**src/hw/rtl/tct_pkg.sv**
```systemverilog
// tct_pkg: beat types, register indexes and fixed constants of the
// threshold centroid tracker. No dependencies.
`default_nettype none

package tct_pkg;

    localparam int BRIGHT_W      = 8;
    localparam int FRAME_WIDTH_W = 11;
    localparam int COORD_W       = 10;
    localparam int CFG_IDX_W     = 4;
    localparam int CFG_DATA_W    = FRAME_WIDTH_W;
    localparam int QUEUE_DEPTH   = 4;

    localparam logic [BRIGHT_W-1:0]      THRESHOLD_RESET   = 8'd240;
    localparam logic [FRAME_WIDTH_W-1:0] FRAME_WIDTH_RESET = 11'd640;

    localparam logic [CFG_IDX_W-1:0] REG_THRESHOLD   = 4'd0;
    localparam logic [CFG_IDX_W-1:0] REG_FRAME_WIDTH = 4'd1;

    typedef struct packed {
        logic [BRIGHT_W-1:0] brightness;
        logic                last_pixel;
    } t_in_beat;

    typedef struct packed {
        logic               pixel_on;
        logic               frame_done;
        logic               cog_found;
        logic [COORD_W-1:0] cog_x;
        logic [COORD_W-1:0] cog_y;
    } t_out_beat;

endpackage

`default_nettype wire

```
**src/hw/rtl/threshold_centroid_tracker_top.sv**
```systemverilog
// threshold_centroid_tracker_top: configuration registers and the
// front / queue / back split. Depends on tct_pkg, tct_front, tct_queue, tct_back.
//
// Binary threshold and centre of gravity of a raster pixel stream. Each
// input beat is one pixel brightness with a last-pixel flag; each output
// beat carries pixel_on (brightness >= threshold) and, on the last pixel
// of a frame, frame_done plus the centroid rounded half up, or cog_found
// clear and 0,0 when no pixel was lit. Column/row counters wrap at the
// configured frame width (0 acts as 1, beyond MAX_WIDTH as MAX_WIDTH) and
// at MAX_HEIGHT rows. Rate: one pixel per cycle within a frame while the
// job queue has room; a pixel beat is registered in the job queue and
// then in the output register before its result beat is valid. The last
// pixel of a frame with any lit pixel starts two bit-serial dividers side
// by side, one quotient bit per cycle, SXW+1 quotient bits for x, where
// SXW = clog2(MAX_WIDTH*MAX_HEIGHT+1) + clog2(MAX_WIDTH), i.e. 31 at the
// defaults. The back starts the dividers, waits for both to finish and
// then loads the result into the output register. Meanwhile the
// four-entry job queue keeps taking pixels and then the input stalls
// until the back pops again. A frame end with nothing lit does not start
// the dividers and adds no stall. Output back-pressure adds its own
// stalls. Config writes are always taken (o_cfg_ready is tied high) and
// apply from the next pixel; write them while the block is idle.

`default_nettype none

module threshold_centroid_tracker_top #(
    parameter int MAX_WIDTH  = 1024,
    parameter int MAX_HEIGHT = 1024
) (
    input  wire                                i_clk,
    input  wire                                i_rst_n,
    // pixel beats in
    input  wire                                i_in_valid,
    output logic                               o_in_ready,
    input  tct_pkg::t_in_beat                  i_in_data,
    // result beats out
    output logic                               o_out_valid,
    input  wire                                i_out_ready,
    output tct_pkg::t_out_beat                 o_out_data,
    // register writes
    input  wire                                i_cfg_valid,
    output logic                               o_cfg_ready,
    input  wire  [tct_pkg::CFG_IDX_W-1:0]      i_cfg_index,
    input  wire  [tct_pkg::CFG_DATA_W-1:0]     i_cfg_data
);
    import tct_pkg::*;

    localparam int CW    = $clog2(MAX_WIDTH);
    localparam int RW    = $clog2(MAX_HEIGHT);
    localparam int EW    = $clog2(MAX_WIDTH + 1);
    localparam int CNTW  = $clog2(MAX_WIDTH * MAX_HEIGHT + 1);
    localparam int SXW   = CNTW + CW;
    localparam int SYW   = CNTW + RW;
    localparam int JOB_W = 2 + CNTW + SXW + SYW;
    // common width for clamping the frame width register
    localparam int CMPW  = (EW > FRAME_WIDTH_W) ? EW : FRAME_WIDTH_W;

    logic [BRIGHT_W-1:0]      r_threshold;
    logic [FRAME_WIDTH_W-1:0] r_frame_width;
    logic [EW-1:0]            w_eff_width;

    logic                     w_push, w_full, w_job_valid, w_pop;
    logic [JOB_W-1:0]         w_job_in, w_job_out;

    assign o_cfg_ready = 1'b1;

    always_ff @(posedge i_clk) begin
        if (!i_rst_n) begin
            r_threshold   <= THRESHOLD_RESET;
            r_frame_width <= FRAME_WIDTH_RESET;
        end else if (i_cfg_valid) begin
            case (i_cfg_index)
                REG_THRESHOLD:   r_threshold   <= i_cfg_data[BRIGHT_W-1:0];
                REG_FRAME_WIDTH: r_frame_width <= i_cfg_data;
                default: begin
                end
            endcase
        end
    end

    // clamp to 1..MAX_WIDTH
    always_comb begin
        if (r_frame_width == '0) begin
            w_eff_width = EW'(1);
        end else if (CMPW'(r_frame_width) > CMPW'(MAX_WIDTH)) begin
            w_eff_width = EW'(MAX_WIDTH);
        end else begin
            w_eff_width = EW'(r_frame_width);
        end
    end

    tct_front #(
        .MAX_WIDTH  (MAX_WIDTH),
        .MAX_HEIGHT (MAX_HEIGHT)
    ) u_front (
        .i_clk       (i_clk),
        .i_rst_n     (i_rst_n),
        .i_in_valid  (i_in_valid),
        .o_in_ready  (o_in_ready),
        .i_in_data   (i_in_data),
        .i_threshold (r_threshold),
        .i_eff_width (w_eff_width),
        .i_full      (w_full),
        .o_push      (w_push),
        .o_job       (w_job_in)
    );

    tct_queue #(.W(JOB_W)) u_queue (
        .i_clk   (i_clk),
        .i_rst_n (i_rst_n),
        .i_push  (w_push),
        .i_data  (w_job_in),
        .o_full  (w_full),
        .o_valid (w_job_valid),
        .o_data  (w_job_out),
        .i_pop   (w_pop)
    );

    tct_back #(
        .MAX_WIDTH  (MAX_WIDTH),
        .MAX_HEIGHT (MAX_HEIGHT)
    ) u_back (
        .i_clk       (i_clk),
        .i_rst_n     (i_rst_n),
        .i_job_valid (w_job_valid),
        .i_job       (w_job_out),
        .o_pop       (w_pop),
        .o_out_valid (o_out_valid),
        .i_out_ready (i_out_ready),
        .o_out_data  (o_out_data)
    );

endmodule

`default_nettype wire

```
**src/hw/rtl/tct_front.sv**
```systemverilog
// tct_front: thresholds each pixel, tracks column/row and accumulates sums.
// Pushes one job per pixel into the queue. Depends on tct_pkg.
`default_nettype none

module tct_front #(
    parameter int MAX_WIDTH  = 1024,
    parameter int MAX_HEIGHT = 1024,
    parameter int CW    = $clog2(MAX_WIDTH),
    parameter int RW    = $clog2(MAX_HEIGHT),
    parameter int EW    = $clog2(MAX_WIDTH + 1),
    parameter int CNTW  = $clog2(MAX_WIDTH * MAX_HEIGHT + 1),
    parameter int SXW   = CNTW + CW,
    parameter int SYW   = CNTW + RW,
    parameter int JOB_W = 2 + CNTW + SXW + SYW
) (
    input  wire                             i_clk,
    input  wire                             i_rst_n,
    input  wire                             i_in_valid,
    output logic                            o_in_ready,
    input  tct_pkg::t_in_beat               i_in_data,
    input  wire [tct_pkg::BRIGHT_W-1:0]     i_threshold,
    input  wire [EW-1:0]                    i_eff_width,
    input  wire                             i_full,
    output logic                            o_push,
    output logic [JOB_W-1:0]                o_job
);
    import tct_pkg::*;

    localparam logic [CNTW-1:0] CAP = CNTW'(MAX_WIDTH * MAX_HEIGHT);

    logic [CW-1:0]   r_col;
    logic [RW-1:0]   r_row;
    logic [SXW-1:0]  r_sx, n_sx;
    logic [SYW-1:0]  r_sy, n_sy;
    logic [CNTW-1:0] r_cnt, n_cnt;
    logic            w_on, w_acc, w_accept, w_col_wrap, w_row_wrap;

    always_comb begin
        w_on       = i_in_data.brightness >= i_threshold;
        w_acc      = w_on && (r_cnt < CAP);
        n_sx       = r_sx + (w_acc ? SXW'(r_col) : SXW'(0));
        n_sy       = r_sy + (w_acc ? SYW'(r_row) : SYW'(0));
        n_cnt      = r_cnt + CNTW'(w_acc);
        w_col_wrap = ((EW+1)'(r_col) + (EW+1)'(1)) >= (EW+1)'(i_eff_width);
        w_row_wrap = ((RW+1)'(r_row) + (RW+1)'(1)) >= (RW+1)'(MAX_HEIGHT);
        w_accept   = i_in_valid && !i_full;
    end

    assign o_in_ready = !i_full;
    assign o_push     = w_accept;
    assign o_job      = {w_on, i_in_data.last_pixel, n_cnt, n_sy, n_sx};

    always_ff @(posedge i_clk) begin
        if (!i_rst_n) begin
            r_col <= '0;
            r_row <= '0;
            r_sx  <= '0;
            r_sy  <= '0;
            r_cnt <= '0;
        end else if (w_accept) begin
            if (i_in_data.last_pixel) begin
                r_col <= '0;
                r_row <= '0;
                r_sx  <= '0;
                r_sy  <= '0;
                r_cnt <= '0;
            end else begin
                r_sx  <= n_sx;
                r_sy  <= n_sy;
                r_cnt <= n_cnt;
                if (w_col_wrap) begin
                    r_col <= '0;
                    r_row <= w_row_wrap ? '0 : r_row + RW'(1);
                end else begin
                    r_col <= r_col + CW'(1);
                end
            end
        end
    end

endmodule

`default_nettype wire

```
**src/hw/rtl/tct_queue.sv**
```systemverilog
// tct_queue: small FIFO of jobs between front and back.
// Depends on tct_pkg for its depth.
`default_nettype none

module tct_queue #(
    parameter int W = 8
) (
    input  wire          i_clk,
    input  wire          i_rst_n,
    input  wire          i_push,
    input  wire [W-1:0]  i_data,
    output logic         o_full,
    output logic         o_valid,
    output logic [W-1:0] o_data,
    input  wire          i_pop
);
    import tct_pkg::*;

    localparam int PW = $clog2(QUEUE_DEPTH);

    logic [W-1:0]  r_mem [QUEUE_DEPTH];
    logic [PW-1:0] r_wr, r_rd;
    logic [PW:0]   r_fill;

    assign o_full  = r_fill == (PW+1)'(QUEUE_DEPTH);
    assign o_valid = r_fill != '0;
    assign o_data  = r_mem[r_rd];

    always_ff @(posedge i_clk) begin
        if (i_push) begin
            r_mem[r_wr] <= i_data;
        end
    end

    always_ff @(posedge i_clk) begin
        if (!i_rst_n) begin
            r_wr   <= '0;
            r_rd   <= '0;
            r_fill <= '0;
        end else begin
            if (i_push) begin
                r_wr <= r_wr + PW'(1);
            end
            if (i_pop) begin
                r_rd <= r_rd + PW'(1);
            end
            if (i_push && !i_pop) begin
                r_fill <= r_fill + (PW+1)'(1);
            end else if (i_pop && !i_push) begin
                r_fill <= r_fill - (PW+1)'(1);
            end
        end
    end

endmodule

`default_nettype wire

```
**src/hw/rtl/tct_div.sv**
```systemverilog
// tct_div: restoring divider, one quotient bit per cycle.
// No dependencies beyond tct_pkg conventions.
`default_nettype none

module tct_div #(
    parameter int NW = 32,
    parameter int DW = 22
) (
    input  wire           i_clk,
    input  wire           i_rst_n,
    input  wire           i_start,
    input  wire  [NW-1:0] i_num,
    input  wire  [DW-1:0] i_den,
    output logic          o_busy,
    output logic [NW-1:0] o_quot
);
    import tct_pkg::*;

    localparam int KW = $clog2(NW + 1);

    logic [NW-1:0] r_num;
    logic [DW-1:0] r_rem, r_den, n_rem;
    logic [KW-1:0] r_left;
    logic          r_busy, w_bit;
    logic [DW:0]   w_trial, w_diff;

    always_comb begin
        w_trial = {r_rem, r_num[NW-1]};
        w_diff  = w_trial - {1'b0, r_den};
        w_bit   = !w_diff[DW];
        n_rem   = w_bit ? w_diff[DW-1:0] : w_trial[DW-1:0];
    end

    assign o_busy = r_busy;
    assign o_quot = r_num;

    always_ff @(posedge i_clk) begin
        if (!i_rst_n) begin
            r_busy <= 1'b0;
            r_left <= '0;
        end else if (i_start) begin
            r_busy <= 1'b1;
            r_left <= KW'(NW);
        end else if (r_busy) begin
            r_left <= r_left - KW'(1);
            if (r_left == KW'(1)) begin
                r_busy <= 1'b0;
            end
        end
    end

    always_ff @(posedge i_clk) begin
        if (i_start) begin
            r_num <= i_num;
            r_den <= i_den;
            r_rem <= '0;
        end else if (r_busy) begin
            r_num <= {r_num[NW-2:0], w_bit};
            r_rem <= n_rem;
        end
    end

endmodule

`default_nettype wire

```
**src/hw/rtl/tct_back.sv**
```systemverilog
// tct_back: drains jobs, runs the per-frame divisions and holds the output
// register. Depends on tct_pkg and tct_div.
`default_nettype none

module tct_back #(
    parameter int MAX_WIDTH  = 1024,
    parameter int MAX_HEIGHT = 1024,
    parameter int CW    = $clog2(MAX_WIDTH),
    parameter int RW    = $clog2(MAX_HEIGHT),
    parameter int CNTW  = $clog2(MAX_WIDTH * MAX_HEIGHT + 1),
    parameter int SXW   = CNTW + CW,
    parameter int SYW   = CNTW + RW,
    parameter int JOB_W = 2 + CNTW + SXW + SYW
) (
    input  wire                 i_clk,
    input  wire                 i_rst_n,
    input  wire                 i_job_valid,
    input  wire [JOB_W-1:0]     i_job,
    output logic                o_pop,
    output logic                o_out_valid,
    input  wire                 i_out_ready,
    output tct_pkg::t_out_beat  o_out_data
);
    import tct_pkg::*;

    localparam int NXW = SXW + 1;
    localparam int NYW = SYW + 1;
    localparam int DW  = CNTW + 1;

    localparam logic ST_IDLE = 1'b0;
    localparam logic ST_DIV  = 1'b1;

    logic            r_state;
    logic            r_pix_on;
    logic            r_out_valid;
    t_out_beat       r_out;

    logic [SXW-1:0]  w_sx;
    logic [SYW-1:0]  w_sy;
    logic [CNTW-1:0] w_cnt;
    logic            w_last, w_on, w_slot_free, w_start, w_load;
    logic            w_busy_x, w_busy_y;
    logic [NXW-1:0]  w_num_x, w_qx;
    logic [NYW-1:0]  w_num_y, w_qy;
    logic [DW-1:0]   w_den;
    t_out_beat       w_beat;

    always_comb begin
        w_sx        = i_job[SXW-1:0];
        w_sy        = i_job[SXW+SYW-1:SXW];
        w_cnt       = i_job[SXW+SYW+CNTW-1:SXW+SYW];
        w_last      = i_job[SXW+SYW+CNTW];
        w_on        = i_job[SXW+SYW+CNTW+1];
        // round half up: (2*sum + count) / (2*count)
        w_num_x     = {w_sx, 1'b0} + NXW'(w_cnt);
        w_num_y     = {w_sy, 1'b0} + NYW'(w_cnt);
        w_den       = {w_cnt, 1'b0};
        w_slot_free = !r_out_valid || i_out_ready;

        o_pop   = 1'b0;
        w_start = 1'b0;
        w_load  = 1'b0;
        w_beat  = '0;
        case (r_state)
            ST_IDLE: begin
                if (i_job_valid) begin
                    if (w_last && w_cnt != '0) begin
                        o_pop   = 1'b1;
                        w_start = 1'b1;
                    end else if (w_slot_free) begin
                        o_pop             = 1'b1;
                        w_load            = 1'b1;
                        w_beat.pixel_on   = w_on;
                        w_beat.frame_done = w_last;
                    end
                end
            end
            ST_DIV: begin
                if (!w_busy_x && !w_busy_y && w_slot_free) begin
                    w_load            = 1'b1;
                    w_beat.pixel_on   = r_pix_on;
                    w_beat.frame_done = 1'b1;
                    w_beat.cog_found  = 1'b1;
                    w_beat.cog_x      = COORD_W'(w_qx);
                    w_beat.cog_y      = COORD_W'(w_qy);
                end
            end
            default: begin
            end
        endcase
    end

    tct_div #(.NW(NXW), .DW(DW)) u_div_x (
        .i_clk   (i_clk),
        .i_rst_n (i_rst_n),
        .i_start (w_start),
        .i_num   (w_num_x),
        .i_den   (w_den),
        .o_busy  (w_busy_x),
        .o_quot  (w_qx)
    );

    tct_div #(.NW(NYW), .DW(DW)) u_div_y (
        .i_clk   (i_clk),
        .i_rst_n (i_rst_n),
        .i_start (w_start),
        .i_num   (w_num_y),
        .i_den   (w_den),
        .o_busy  (w_busy_y),
        .o_quot  (w_qy)
    );

    assign o_out_valid = r_out_valid;
    assign o_out_data  = r_out;

    always_ff @(posedge i_clk) begin
        if (!i_rst_n) begin
            r_state     <= ST_IDLE;
            r_out_valid <= 1'b0;
        end else begin
            if (w_start) begin
                r_state <= ST_DIV;
            end else if (w_load) begin
                r_state <= ST_IDLE;
            end
            if (w_load) begin
                r_out_valid <= 1'b1;
            end else if (i_out_ready) begin
                r_out_valid <= 1'b0;
            end
        end
    end

    always_ff @(posedge i_clk) begin
        if (w_start) begin
            r_pix_on <= w_on;
        end
        if (w_load) begin
            r_out <= w_beat;
        end
    end

endmodule

`default_nettype wire

```
**config.mk**
```make
export PLATFORM = sky130hd
export DESIGN_NAME = threshold_centroid_tracker_top
export DESIGN_NICKNAME = d
export VERILOG_FILES = /design/src/hw/rtl/tct_pkg.sv /design/src/hw/rtl/threshold_centroid_tracker_top.sv /design/src/hw/rtl/tct_front.sv /design/src/hw/rtl/tct_queue.sv /design/src/hw/rtl/tct_div.sv /design/src/hw/rtl/tct_back.sv
export SDC_FILE = /design/constraint.sdc
export NUM_CORES = 1
export LEC_CHECK = 0
export BUFFER_PORTS_ARGS = -buffer_cell sky130_fd_sc_hd__buf_4
export CAP_MARGIN = 0
export CORE_ASPECT_RATIO = 0.8
export CORE_MARGIN = 3
export CORE_UTILIZATION = 57
export CTS_BUF_LIST = sky130_fd_sc_hd__clkbuf_16
export DETAILED_ROUTE_END_ITERATION = 6
export GPL_TIMING_DRIVEN = 1
export PLACE_DENSITY = 0.76
export RECOVER_POWER = 100
export SYNTH_ARGS = -nofsm -noshare
export SYNTH_HDL_FRONTEND = slang
export SYNTH_SLANG_ARGS = --single-unit
```
**constraint.sdc**
```tcl
create_clock -name i_clk -period 4.8 [get_ports i_clk]
set_input_delay 0.72 -clock i_clk [delete_from_list [all_inputs] [get_ports i_clk]]
set_output_delay 0.72 -clock i_clk [all_outputs]
set_load 0.01 [all_outputs]
```
==> qor.log, run 1 <==
INFO  synthesis      synth-seq-area-share=54.96%
INFO  worst_setup_path timing.critical_path.arrival=4870ps
INFO  worst_setup_path critical_path_peak_fanout=95
INFO  clock_network  clkSinkCount=640
INFO  outcome        run_status=finished, violations left
INFO  worst_setup_path cp.required=5100ps
INFO  floorplanning  area_of_the_placeable_core=0.05420mm2
INFO  floorplanning  floorplan.die_area=0.05812mm2
INFO  timing         timing.slew.headroom=-114.2%
INFO  global_route   globalRouteMet2Util=38.91%
INFO  job            timing.max_cap.violations=10
INFO  drt            drtIter0Drc=2066
INFO  place          routability_congestion=0.8639
INFO  hold_path      min_delay_path_depth=3
INFO  final_layout   share_of_post_route_cells_with_drive_strength_above_1=11.97%
INFO  timing         final_critical_path_setup_slack=233.8ps
INFO  timing         report.final.hold_viol_count=0
INFO  synthesis      synthAdderAreaFrac=5.769%
INFO  synthesis      synth-warning-count=0
INFO  timing         slew_worst_pin=3213ps
INFO  drt            antenna_violating_nets_post_route=0
INFO  floorplanning  die_y=216.2um
INFO  power          power.static_leakage=12.72nW
INFO  timing         grt_setup_unrepaired=true
INFO  power          p_total=22.07mW
INFO  drt            drt_drc_violations_left=0
INFO  synthesis      synth_top_area_share=42.81%
INFO  timing         timing_max_transition_violations_final=403
INFO  place          pre_cts_ws=-246.1ps
INFO  synthesis      synth_ff_type=sky130_fd_sc_hd__edfxtp_1
INFO  synthesis      netlist_area=0.03149mm2
INFO  place          placedInstanceArea=0.03303mm2
INFO  final_layout   diodes=0
INFO  worst_setup_path reg_to_reg_setup_timing_slack=230ps
INFO  final_layout   finalNetCount=2874
INFO  timing         timing.clock.skew=23.12ps
INFO  synthesis      ys_types=88
INFO  worst_setup_path worst-path-buf-inv=3
INFO  drt            vias_per_cell=6.207
INFO  drt            drt-pass1-iter-count=6
INFO  final_layout   area_growth=10.59%
INFO  synthesis      synth_edf_count=449
INFO  worst_setup_path ff2ff_path_depth=9
INFO  worst_setup_path timing_worst_setup_path_type=flop to flop
INFO  clock_network  path_clk_slew=70ps
INFO  synthesis      synth_xor_area_share=5.284%
INFO  synthesis      synth.top_cells.by_area=sky130_fd_sc_hd__edfxtp_1, sky130_fd_sc_hd__dfxtp_1, sky130_fd_sc_hd__mux4_2
INFO  global_route   grt.busiest_layer=met2
INFO  clock_network  htree_num_levels=2
INFO  worst_setup_path critical_path.cell_chain=buf_12, mux4_2, nor4_1, nand4_1, o21ai_0, or3_2, buf_2, nand2b_1, clkbuf_4
INFO  global_route   globalRouteMet3Util=3.814%
INFO  place          place.detailed.instances=3343
INFO  drt            routed_len_inst=21.16um
INFO  synthesis      synth_nets=2790
INFO  synthesis      yosys.area_share.simple=11.59%
INFO  global_route   largest_net_degree_at_the_start_of_global_routing=96
INFO  floorplanning  top_level_ports=55
INFO  global_route   met1_layer_usage_reported_by_global_route=37.85%
INFO  synthesis      syn_area_per_cell=12.02um2
INFO  worst_setup_path type_of_element_capturing_the_critical_path=flop
INFO  timing         finalCriticalPeriod=4566ps
INFO  hold_path      worstHoldPathType=primary input to flop
INFO  floorplanning  start_util=58.10%
INFO  timing         hold_slack=297.6ps
INFO  clock_network  cts-buffers-inserted=61
INFO  global_route   vias_in_the_first_global_route=20960
INFO  clock_network  cts_root_buf=sky130_fd_sc_hd__clkbuf_16
INFO  synthesis      complex_gate_fraction_of_the_synthesized_area=11.73%
INFO  place          dp_hpwl=49560um
INFO  worst_setup_path crit_path_top_delay_cell=sky130_fd_sc_hd__buf_2
INFO  timing         setup_total_negative_slack=0ps
INFO  synthesis      synth_area_leader=sky130_fd_sc_hd__edfxtp_1
INFO  worst_setup_path cp_slowest_stage_delay=1210ps
INFO  synthesis      synthMostInstantiatedCell=sky130_fd_sc_hd__edfxtp_1
INFO  drt            total_number_of_vias=21460
INFO  timing         fin_crit_sh=95.13%
INFO  clock_network  clock_path_buffers=3
INFO  synthesis      synth-seq-cells=640
INFO  place          placement.io_buffers=53
INFO  timing         finalSetupViolCount=0
INFO  final_layout   postLayoutCellArea=0.03483mm2
INFO  synthesis      async_flop_share=0%
INFO  outcome        violations=max-capacitance violations, max-slew violations
INFO  clock_network  cts_setup_buffers=0
INFO  drt            wl=73190um
INFO  final_layout   finish.utilization=64.25%
INFO  global_route   grt_overflow_total=0
INFO  global_route   grt.total_usage=25.37%
INFO  worst_setup_path worst_setup_path_start_kind=flop
INFO  floorplanning  die_w=268.8um
INFO  timing         fmax=219.0MHz
INFO  power          power_per_cell_area=633.7mW/mm2
INFO  clock_network  worstSkewPairLatency=650ps
INFO  power          peakVddDrop=556.3uV
INFO  clock_network  tritoncts=yes
INFO  global_route   grt_antenna_before_repair=1
INFO  worst_setup_path worst_path_dominant_cell_family=buffers and inverters
INFO  synthesis      synth_top_family_by_area=compound AO/OA/AOI/OAI gates
INFO  synthesis      postSynthCellCount=2620
INFO  final_layout   finish.cell_count_without_fillers=3458
INFO  worst_setup_path cp.depth=9
INFO  synthesis      ys_top_cells_by_count=sky130_fd_sc_hd__edfxtp_1, sky130_fd_sc_hd__nand2_1, sky130_fd_sc_hd__dfxtp_1, sky130_fd_sc_hd__o21ai_0, sky130_fd_sc_hd__ha_1
INFO  floorplanning  num_rows=76
INFO  global_route   first_pass_grt_wire_length=115700um
INFO  synthesis      synthMuxAreaShare=7.811%
INFO  clock_network  ctsHoldBuffers=0
==> tightest hold or removal path: cells and delay by family <==
family,cells,cell delay (ps)
muxes,1,50
buffers and inverters,1,80
and+or+nand+nor,1,60
==> layer usage <==
metal | wire, um | up-vias
li1 | - | 9955
met1 | 33200 | 10580
met2 | 32530 | 816
met3 | 5754 | 115
met4 | 1693 | 0
met5 | 0 | -
==> cell families (layout without fill, tap and decap cells) <==
group	Yosys count	after routing
flops	640	640
mux	138	138
xor+xnor	190	190
simple gates	715	715
fa+ha+maj	141	141
buf+inv	208	344
other cells	1	1
compound gates	587	587
==> worst paths after layout <==
path	start	endpoint
max	flop	u_back.u_div_x.o_quot[17]
min	i_cfg_data[9]	r_frame_width[9]
max reg2reg	flop	u_back.u_div_x.o_quot[17]
min reg2reg	u_front.r_cnt[0]	u_front.r_cnt[0]
==> power breakdown <==
part | switching, mW | internal (mW)
Combinational | 5.67 | 3.71
Sequential | 0.500 | 7.37
Clock | 2.14 | 2.68
==> area by class of cell <==
| type | instances | area [um2] |
|---|---|---|
| clock inverter | 53 | 456.7 |
| fill | 3974 | 19370 |
| sequential | 640 | 17310 |
| clock buffer | 62 | 1551 |
| tap | 702 | 878.3 |
| multi-input combinational | 1772 | 13330 |
| timing repair buffer | 145 | 978.4 |
| inverter | 84 | 315.3 |
==> cell usage in the layout, fill, tap and decap left out, types with 26 or more instances in the layout <==
| master | instances |
|---|---|
| sky130_fd_sc_hd__nand3_1 | 44 |
| sky130_fd_sc_hd__ha_1 | 134 |
| sky130_fd_sc_hd__buf_4 | 88 |
| sky130_fd_sc_hd__inv_1 | 94 |
| sky130_fd_sc_hd__mux4_2 | 82 |
| sky130_fd_sc_hd__mux2i_1 | 50 |
| sky130_fd_sc_hd__nor2_1 | 116 |
| sky130_fd_sc_hd__xnor2_1 | 105 |
| sky130_fd_sc_hd__o21a_1 | 26 |
| sky130_fd_sc_hd__a22oi_1 | 26 |
| sky130_fd_sc_hd__clkbuf_16 | 62 |
| sky130_fd_sc_hd__o21ai_0 | 176 |
| sky130_fd_sc_hd__nor3_1 | 38 |
| sky130_fd_sc_hd__edfxtp_1 | 449 |
| sky130_fd_sc_hd__xor2_1 | 83 |
| sky130_fd_sc_hd__a21oi_1 | 127 |
| sky130_fd_sc_hd__or3_1 | 31 |
| sky130_fd_sc_hd__and3_1 | 41 |
| sky130_fd_sc_hd__dfxtp_1 | 189 |
| sky130_fd_sc_hd__a21o_1 | 50 |
| sky130_fd_sc_hd__nand2_1 | 215 |
| sky130_fd_sc_hd__a31oi_1 | 36 |
| sky130_fd_sc_hd__clkbuf_1 | 38 |
| sky130_fd_sc_hd__nand2b_1 | 27 |
| sky130_fd_sc_hd__nor2b_1 | 61 |
==> state kept, by name, summed over array words and instances (netlist names), 2 cells and up, named ones only <==
name                   flops
u_front.r_sx              31
u_front.r_sy              31
u_front.r_row             10
u_back.u_div_x.r_den      21
u_back.u_div_x.o_quot     32
u_queue.r_rd               2
r_threshold                8
u_back.u_div_x.r_left      6
u_back.u_div_y.o_quot     32
r_frame_width             11
u_back.u_div_y.r_rem      22
u_back.o_out_data         23
u_queue.r_mem            340
u_front.r_col             10
u_queue.r_wr               2
u_queue.r_fill             3
u_back.u_div_x.r_rem      22
u_front.r_cnt             21
u_back.u_div_y.r_left      6
==> repair_timing <==
| item | 4_1_cts | 5_1_grt |
|---|---|---|
| gates resized for setup | 0 | 4 |
| setup endpoints to repair | 0 | 13 |
| hold endpoints to repair | 0 | 0 |
Power figures use the tool's default switching activity.
==> run 2, diff against run 1 <==
RECOVER_POWER = 50   (was 100)
==> run 2 against run 1 <==
Against the previous run:
- the flow still finishes with violations (max-capacitance violations, max-slew violations)
- sequential cell count is the same
- hold slack improved by 2.7 ps
- core utilization grew 0.055 points
- combinational power barely moved
- sequential power is essentially flat
- final cell count unchanged
- routed wire length fell by 0.25%
- clock skew up 3.2 ps
- critical endpoint is now u_back.u_div_x.o_quot[26]
==> qor.log, run 2 (synthesis gave the netlist of run 1 again) <==
INFO  floorplanning  num_rows=76 [unchanged]
INFO  floorplanning  floorplan.die_area=0.05812mm2 [unchanged]
INFO  clock_network  clkSinkCount=640 [unchanged]
INFO  global_route   first_pass_grt_wire_length=115700um [unchanged]
INFO  worst_setup_path critical_path_peak_fanout=95 [unchanged]
INFO  final_layout   highest_count_cells_in_the_layout_ignoring_fill_and_taps=sky130_fd_sc_hd__edfxtp_1, sky130_fd_sc_hd__nand2_1, sky130_fd_sc_hd__dfxtp_1, sky130_fd_sc_hd__o21ai_0, sky130_fd_sc_hd__ha_1 [unchanged]
INFO  drt            antenna_violating_nets_post_route=0 [unchanged]
INFO  timing         finalSetupViolCount=0 [unchanged]
INFO  worst_setup_path timing_worst_setup_path_type=flop to flop [unchanged]
INFO  drt            drt_drc_violations_left=0 [unchanged]
INFO  clock_network  cts_root_buf=sky130_fd_sc_hd__clkbuf_16 [unchanged]
INFO  drt            vias_per_cell=6.218 [was 6.207]
INFO  timing         report.final.hold_viol_count=0 [unchanged]
INFO  place          placedInstanceArea=0.03303mm2 [unchanged]
INFO  final_layout   postLayoutCellArea=0.03486mm2 [was 0.03483 mm2]
INFO  clock_network  cts_repair_resize_count=0 [unchanged]
INFO  outcome        violations=max-capacitance violations, max-slew violations [unchanged]
INFO  worst_setup_path type_of_element_capturing_the_critical_path=flop [unchanged]
INFO  worst_setup_path cp.required=5240ps [was 5100 ps]
INFO  outcome        run_status=finished, violations left [unchanged]
INFO  power          power_per_cell_area=633.4mW/mm2 [was 633.7 mW/mm2]
INFO  power          p_total=22.08mW [was 22.07 mW]
INFO  clock_network  path_clk_slew=70ps [about the same]
INFO  power          power.static_leakage=12.75nW [was 12.72 nW]
INFO  final_layout   share_of_post_route_cells_with_drive_strength_above_1=12.26% [was 11.97%]
INFO  clock_network  ctsHoldBuffers=0 [unchanged]
INFO  place          placement.io_buffers=53 [unchanged]
INFO  floorplanning  top_level_ports=55 [unchanged]
INFO  floorplanning  die_y=216.2um [unchanged]
INFO  final_layout   finalNetCount=2874 [unchanged]
INFO  drt            drt-pass1-iter-count=5 [was 6]
INFO  final_layout   largest-register=u_queue.r_mem [unchanged]
INFO  drt            total_number_of_vias=21500 [was 21460]
INFO  final_layout   largest_reg_flops=340 [unchanged]
INFO  timing         finalCriticalPeriod=4540ps [was 4566 ps]
INFO  final_layout   nFillCells=3964 [was 3974]
INFO  worst_setup_path cp_slowest_stage_delay=1210ps [about the same]
INFO  drt            routed_len_inst=21.11um [was 21.16 um]
INFO  final_layout   layout_commonest_cell=sky130_fd_sc_hd__edfxtp_1 [unchanged]
INFO  worst_setup_path critical_path.cell_chain=buf_12, mux4_2, nor4_1, nand4_1, o21ai_0, or3_2, buf_2, nand2_1, o31a_1, nor3_1 [was buf_12, mux4_2, nor4_1, nand4_1, o21ai_0, or3_2, buf_2, nand2b_1, clkbuf_4]
INFO  worst_setup_path crit_path_top_delay_cell=sky130_fd_sc_hd__buf_2 [unchanged]
INFO  drt            drtIter0Drc=2120 [was 2066]
INFO  job            timing.max_cap.violations=10 [unchanged]
INFO  global_route   largest_net_degree_at_the_start_of_global_routing=96 [unchanged]
INFO  timing         slew_worst_pin=3192ps [was 3213 ps]
INFO  global_route   grt_antenna_before_repair=1 [unchanged]
INFO  clock_network  htree_num_levels=2 [unchanged]
INFO  timing         fin_crit_sh=94.58% [was 95.13%]
INFO  drt            wl=73000um [was 73190 um]
INFO  final_layout   register_area=0.01731mm2 [unchanged]
INFO  worst_setup_path worst_path_dominant_cell_family=buffers and inverters [unchanged]
INFO  timing         timing.clock.skew=26.30ps [was 23.12 ps]
INFO  global_route   vias_in_the_first_global_route=20960 [unchanged]
INFO  worst_setup_path worst_setup_path_start_kind=flop [unchanged]
INFO  timing         fmax=220.3MHz [was 219.0 MHz]
INFO  place          routability_congestion=0.8639 [unchanged]
INFO  worst_setup_path timing.critical_path.arrival=4980ps [was 4870 ps]
INFO  place          pre_cts_ws=-246.1ps [unchanged]
INFO  clock_network  clock_path_buffers=3 [unchanged]
INFO  clock_network  worstSkewPairLatency=650ps [about the same]
INFO  hold_path      worstHoldPathType=primary input to flop [unchanged]
INFO  global_route   grt_overflow_total=0 [unchanged]
INFO  power          peakVddDrop=555.9uV [was 556.3 uV]
INFO  worst_setup_path worst-path-buf-inv=2 [was 3]
INFO  final_layout   multiInputGateArea=0.01334mm2 [was 0.01333 mm2]
INFO  final_layout   diodes=0 [unchanged]
INFO  clock_network  cts-buffers-inserted=61 [unchanged]
INFO  timing         hold_slack=300.4ps [was 297.6 ps]
INFO  timing         timing.slew.headroom=-112.8% [was -114.2%]
INFO  global_route   grt.total_usage=25.37% [unchanged]
INFO  timing         setup_total_negative_slack=0ps [unchanged]
INFO  final_layout   area_growth=10.69% [was 10.59%]
INFO  floorplanning  area_of_the_placeable_core=0.05420mm2 [unchanged]
INFO  timing         timing_max_transition_violations_final=403 [unchanged]
INFO  clock_network  tritoncts=yes [unchanged]
INFO  timing         final_critical_path_setup_slack=260.3ps [was 233.8 ps]
INFO  floorplanning  die_w=268.8um [unchanged]
INFO  timing         grt_setup_unrepaired=true [unchanged]
INFO  floorplanning  start_util=58.10% [unchanged]
INFO  place          dp_hpwl=49560um [unchanged]
INFO  clock_network  cts_setup_buffers=0 [unchanged]
run 2: layout make-up:
type                       instances  area share [%]
clock buffer                      62           4.451
tap                              702           2.520
sequential                       640           49.67
multi-input combinational       1772           38.26
clock inverter                    53           1.310
inverter                          84          0.9046
timing repair buffer             145           2.882
run 2: worst reg2reg max path, cell delays in order (launching register included):
cell and delay (ps):
sky130_fd_sc_hd__dfxtp_4 430, sky130_fd_sc_hd__buf_12 280, sky130_fd_sc_hd__mux4_2 710, sky130_fd_sc_hd__nor4_1 340, sky130_fd_sc_hd__nand4_1 130, sky130_fd_sc_hd__o21ai_0 360
sky130_fd_sc_hd__or3_2 200, sky130_fd_sc_hd__buf_2 1210, sky130_fd_sc_hd__nand2_1 240, sky130_fd_sc_hd__o31a_1 170, sky130_fd_sc_hd__nor3_1 270
run 2: report_power, final:
part | total (mW) | internal (mW) | switching, mW
Clock | 4.82 | 2.68 | 2.14
Combinational | 9.39 | 3.73 | 5.67
Sequential | 7.86 | 7.36 | 0.501
run 2: metal layers:
metal	global-route usage, %	part of all wire, %	vias up
met2	38.91	44	853
met5	0	0	-
met4	7.210	2.4	0
met3	3.814	8.0	121
li1	-	-	9950
met1	37.85	45	10580
run 2: per-stage QoR:
step                instances  util [%]
detailed placement       3343     60.94
floorplan                2620         -
global placement         3343     60.94
finish                   3458     64.31
CTS                      3458     64.64
global route             3458     64.31
run 2: final timing paths:
| kind | end | slack (ps) | startpoint | cells past startpoint |
|---|---|---|---|---|
| setup / recovery | u_back.u_div_x.o_quot[26] | 260 | flop | 10 |
| hold / removal | r_frame_width[9] | 300 | i_cfg_data[9] | 3 |
| setup reg to reg | u_back.u_div_x.o_quot[26] | 260 | flop | 10 |
| hold reg to reg | u_front.r_cnt[0] | 480 | u_front.r_cnt[0] | 2 |
==> run 3, diff against run 2 <==
CORE_ASPECT_RATIO = 1.25   (was 0.8)
==> run 3 against run 2 <==
Against the previous run:
- the run still ends with max-capacitance violations, max-slew violations left
- count of clock-buffer cells in the layout increased by 2
- core utilization increased by 0.48 points
- global-route usage decreased by 0.99 points
- total power shrank 0.38%
- worst setup slack got worse by 98 ps
- register-to-register slack worse by 98 ps
- combinational power decreased by 2%
- via count fell by 1.0%
- final cell count up 1.2%
- die area did not move
- sequential share of layout area down 0.37 points
==> qor.log, run 3 (synthesis gave the netlist of run 1 again) <==
INFO  clock_network  cts_root_buf=sky130_fd_sc_hd__clkbuf_16 [unchanged]
INFO  outcome        violations=max-capacitance violations, max-slew violations [unchanged]
INFO  timing         timing_max_transition_violations_final=269 [was 403]
INFO  worst_setup_path timing.critical_path.arrival=5060ps [was 4980 ps]
INFO  floorplanning  area_of_the_placeable_core=0.05420mm2 [unchanged]
INFO  drt            drt-pass1-iter-count=5 [unchanged]
INFO  global_route   grt_antenna_before_repair=0 [was 1]
INFO  timing         finalCriticalPeriod=4638ps [was 4540 ps]
INFO  drt            drtIter0Drc=1834 [was 2120]
INFO  worst_setup_path worst_setup_path_start_kind=flop [unchanged]
INFO  hold_path      min_delay_path_depth=3 [unchanged]
INFO  clock_network  clock_path_buffers=3 [unchanged]
INFO  clock_network  worstSkewPairLatency=630ps [was 650 ps]
INFO  floorplanning  top_level_ports=55 [unchanged]
INFO  power          power.static_leakage=12.84nW [was 12.75 nW]
INFO  global_route   grt_overflow_total=0 [unchanged]
INFO  worst_setup_path cp.depth=21 [was 10]
INFO  final_layout   largest_reg_flops=340 [unchanged]
INFO  final_layout   area_growth=11.52% [was 10.69%]
INFO  power          p_total=21.99mW [was 22.08 mW]
INFO  final_layout   postLayoutCellArea=0.03512mm2 [was 0.03486 mm2]
INFO  place          placedInstanceArea=0.03314mm2 [was 0.03303 mm2]
INFO  clock_network  path_clk_slew=60ps [was 70 ps]
INFO  place          placement.io_buffers=53 [unchanged]
INFO  final_layout   finalNetCount=2888 [was 2874]
INFO  drt            drt_drc_violations_left=0 [unchanged]
INFO  worst_setup_path type_of_element_capturing_the_critical_path=flop [unchanged]
INFO  floorplanning  floorplan.die_area=0.05812mm2 [unchanged]
INFO  worst_setup_path cp.required=5220ps [was 5240 ps]
INFO  drt            antenna_violating_nets_post_route=0 [unchanged]
INFO  place          dp_hpwl=47910um [was 49560 um]
INFO  global_route   first_pass_grt_wire_length=112900um [was 115700 um]
INFO  global_route   largest_net_degree_at_the_start_of_global_routing=67 [was 96]
INFO  clock_network  ctsHoldBuffers=0 [unchanged]
INFO  clock_network  cts-buffers-inserted=61 [unchanged]
INFO  timing         setup_total_negative_slack=0ps [unchanged]
INFO  timing         finalSetupViolCount=0 [unchanged]
INFO  drt            vias_per_cell=6.084 [was 6.218]
INFO  clock_network  tritoncts=yes [unchanged]
INFO  worst_setup_path worst-path-buf-inv=1 [was 2]
INFO  final_layout   layout_commonest_cell=sky130_fd_sc_hd__edfxtp_1 [unchanged]
INFO  timing         timing.clock.skew=19.70ps [was 26.30 ps]
INFO  clock_network  htree_num_levels=2 [unchanged]
INFO  timing         timing.slew.headroom=-82.22% [was -112.8%]
INFO  drt            routed_len_inst=20.33um [was 21.11 um]
INFO  worst_setup_path cp_slowest_stage_delay=390ps [was 1210 ps]
INFO  timing         slew_worst_pin=2733ps [was 3192 ps]
INFO  worst_setup_path critical_path.cell_chain=ha_1, nand2b_1, a21o_1, a21o_1, a21o_1, a21o_1, a21o_1, a21o_1, a21oi_4, buf_4, nor3b_2, ha_2, fa_2, a21o_1, a21oi_2, o21bai_1, a21boi_1, o31a_1, and4bb_2, and4_1, xor2_1 [was buf_12, mux4_2, nor4_1, nand4_1, o21ai_0, or3_2, buf_2, nand2_1, o31a_1, nor3_1]
INFO  floorplanning  die_w=216.2um [was 268.8 um]
INFO  final_layout   finish.utilization=64.79% [was 64.31%]
INFO  floorplanning  die_y=268.8um [was 216.2 um]
INFO  place          place.detailed.instances=3378 [was 3343]
INFO  worst_setup_path timing_worst_setup_path_type=flop to flop [unchanged]
INFO  final_layout   finish.cell_count_without_fillers=3498 [was 3458]
INFO  global_route   grt.total_usage=24.38% [was 25.37%]
INFO  place          pre_cts_ws=-407.8ps [was -246.1 ps]
INFO  final_layout   share_of_post_route_cells_with_drive_strength_above_1=12.92% [was 12.26%]
INFO  global_route   vias_in_the_first_global_route=21180 [was 20960]
INFO  outcome        run_status=finished, violations left [unchanged]
INFO  timing         fin_crit_sh=96.62% [was 94.58%]
INFO  worst_setup_path critical_path_peak_fanout=5 [was 95]
INFO  final_layout   largest-register=u_queue.r_mem [unchanged]
INFO  timing         final_critical_path_setup_slack=162.3ps [was 260.3 ps]
INFO  job            timing.max_cap.violations=6 [was 10]
INFO  hold_path      worstHoldPathType=primary input to flop [unchanged]
INFO  timing         grt_setup_unrepaired=true [unchanged]
INFO  place          routability_congestion=0.8882 [was 0.8639]
INFO  timing         report.final.hold_viol_count=0 [unchanged]
INFO  worst_setup_path reg_to_reg_setup_timing_slack=160ps [was 260 ps]
INFO  clock_network  clkSinkCount=640 [unchanged]
INFO  floorplanning  start_util=58.10% [unchanged]
INFO  timing         fmax=215.6MHz [was 220.3 MHz]
INFO  power          peakVddDrop=663.4uV [was 555.9 uV]
INFO  power          power_per_cell_area=626.2mW/mm2 [was 633.4 mW/mm2]
INFO  timing         hold_slack=308.0ps [was 300.4 ps]
INFO  worst_setup_path critical-path-top-cell-by-count=sky130_fd_sc_hd__a21o_1
INFO  floorplanning  num_rows=95 [was 76]
INFO  final_layout   diodes=0 [unchanged]
INFO  drt            total_number_of_vias=21280 [was 21500]
INFO  drt            wl=71110um [was 73000 um]
INFO  final_layout   highest_count_cells_in_the_layout_ignoring_fill_and_taps=sky130_fd_sc_hd__edfxtp_1, sky130_fd_sc_hd__nand2_1, sky130_fd_sc_hd__dfxtp_1, sky130_fd_sc_hd__o21ai_0, sky130_fd_sc_hd__ha_1 [unchanged]
INFO  worst_setup_path worst_path_dominant_cell_family=compound AO/OA/AOI/OAI gates [was buffers and inverters]
INFO  worst_setup_path crit_path_top_delay_cell=sky130_fd_sc_hd__fa_2 [was sky130_fd_sc_hd__buf_2]
INFO  worst_setup_path ff2ff_path_depth=21 [was 10]
-- run 3: cell types whose count changed in the layout (fill, tap and decap cells not counted), sizes merged --
cell and change:
buf +13, bufinv +1, clkbuf +3, clkinv +1, inv -3
-- run 3: worst min-delay path, stage by stage --
cell                      delay [ps]
sky130_fd_sc_hd__buf_4            70
sky130_fd_sc_hd__mux2i_1          50
sky130_fd_sc_hd__nand2_1          60
-- run 3: path summary, 6_finish.rpt --
check	from	to
max	r_threshold[0]	u_queue.r_mem[0][30]
min	i_cfg_data[9]	r_frame_width[9]
max reg2reg	r_threshold[0]	u_queue.r_mem[0][30]
min reg2reg	u_front.r_cnt[0]	u_front.r_cnt[0]
-- run 3: routing by layer --
layer	global-route usage (%)	up-vias	part of all wire, %
met3	3.438	191	5.3
li1	-	9954	-
met1	30.92	10440	41
met5	0	-	0
met2	42.31	700	49
met4	10.51	0	4.3
-- run 3: layout make-up --
class	count	area, um2
Clock buffer	64	1602
Clock inverter	52	457.9
Fill cell	3971	19080
Inverter	84	315.3
Multi-Input combinational cell	1772	13400
Sequential cell	640	17310
Tap cell	727	909.6
Timing Repair Buffer	159	1124
-- run 3: what timing repair did --
item,in CTS,in global routing
endpoints found under the hold margin,0,0
setup buffers,0,4
gates resized for setup,0,13
endpoints found under the setup margin,0,98
-- run 3: report_power, final --
group	internal [mW]	total [mW]	switching, mW
clock network	2.80	4.90	2.10
logic	3.75	9.24	5.49
registers	7.35	7.85	0.504
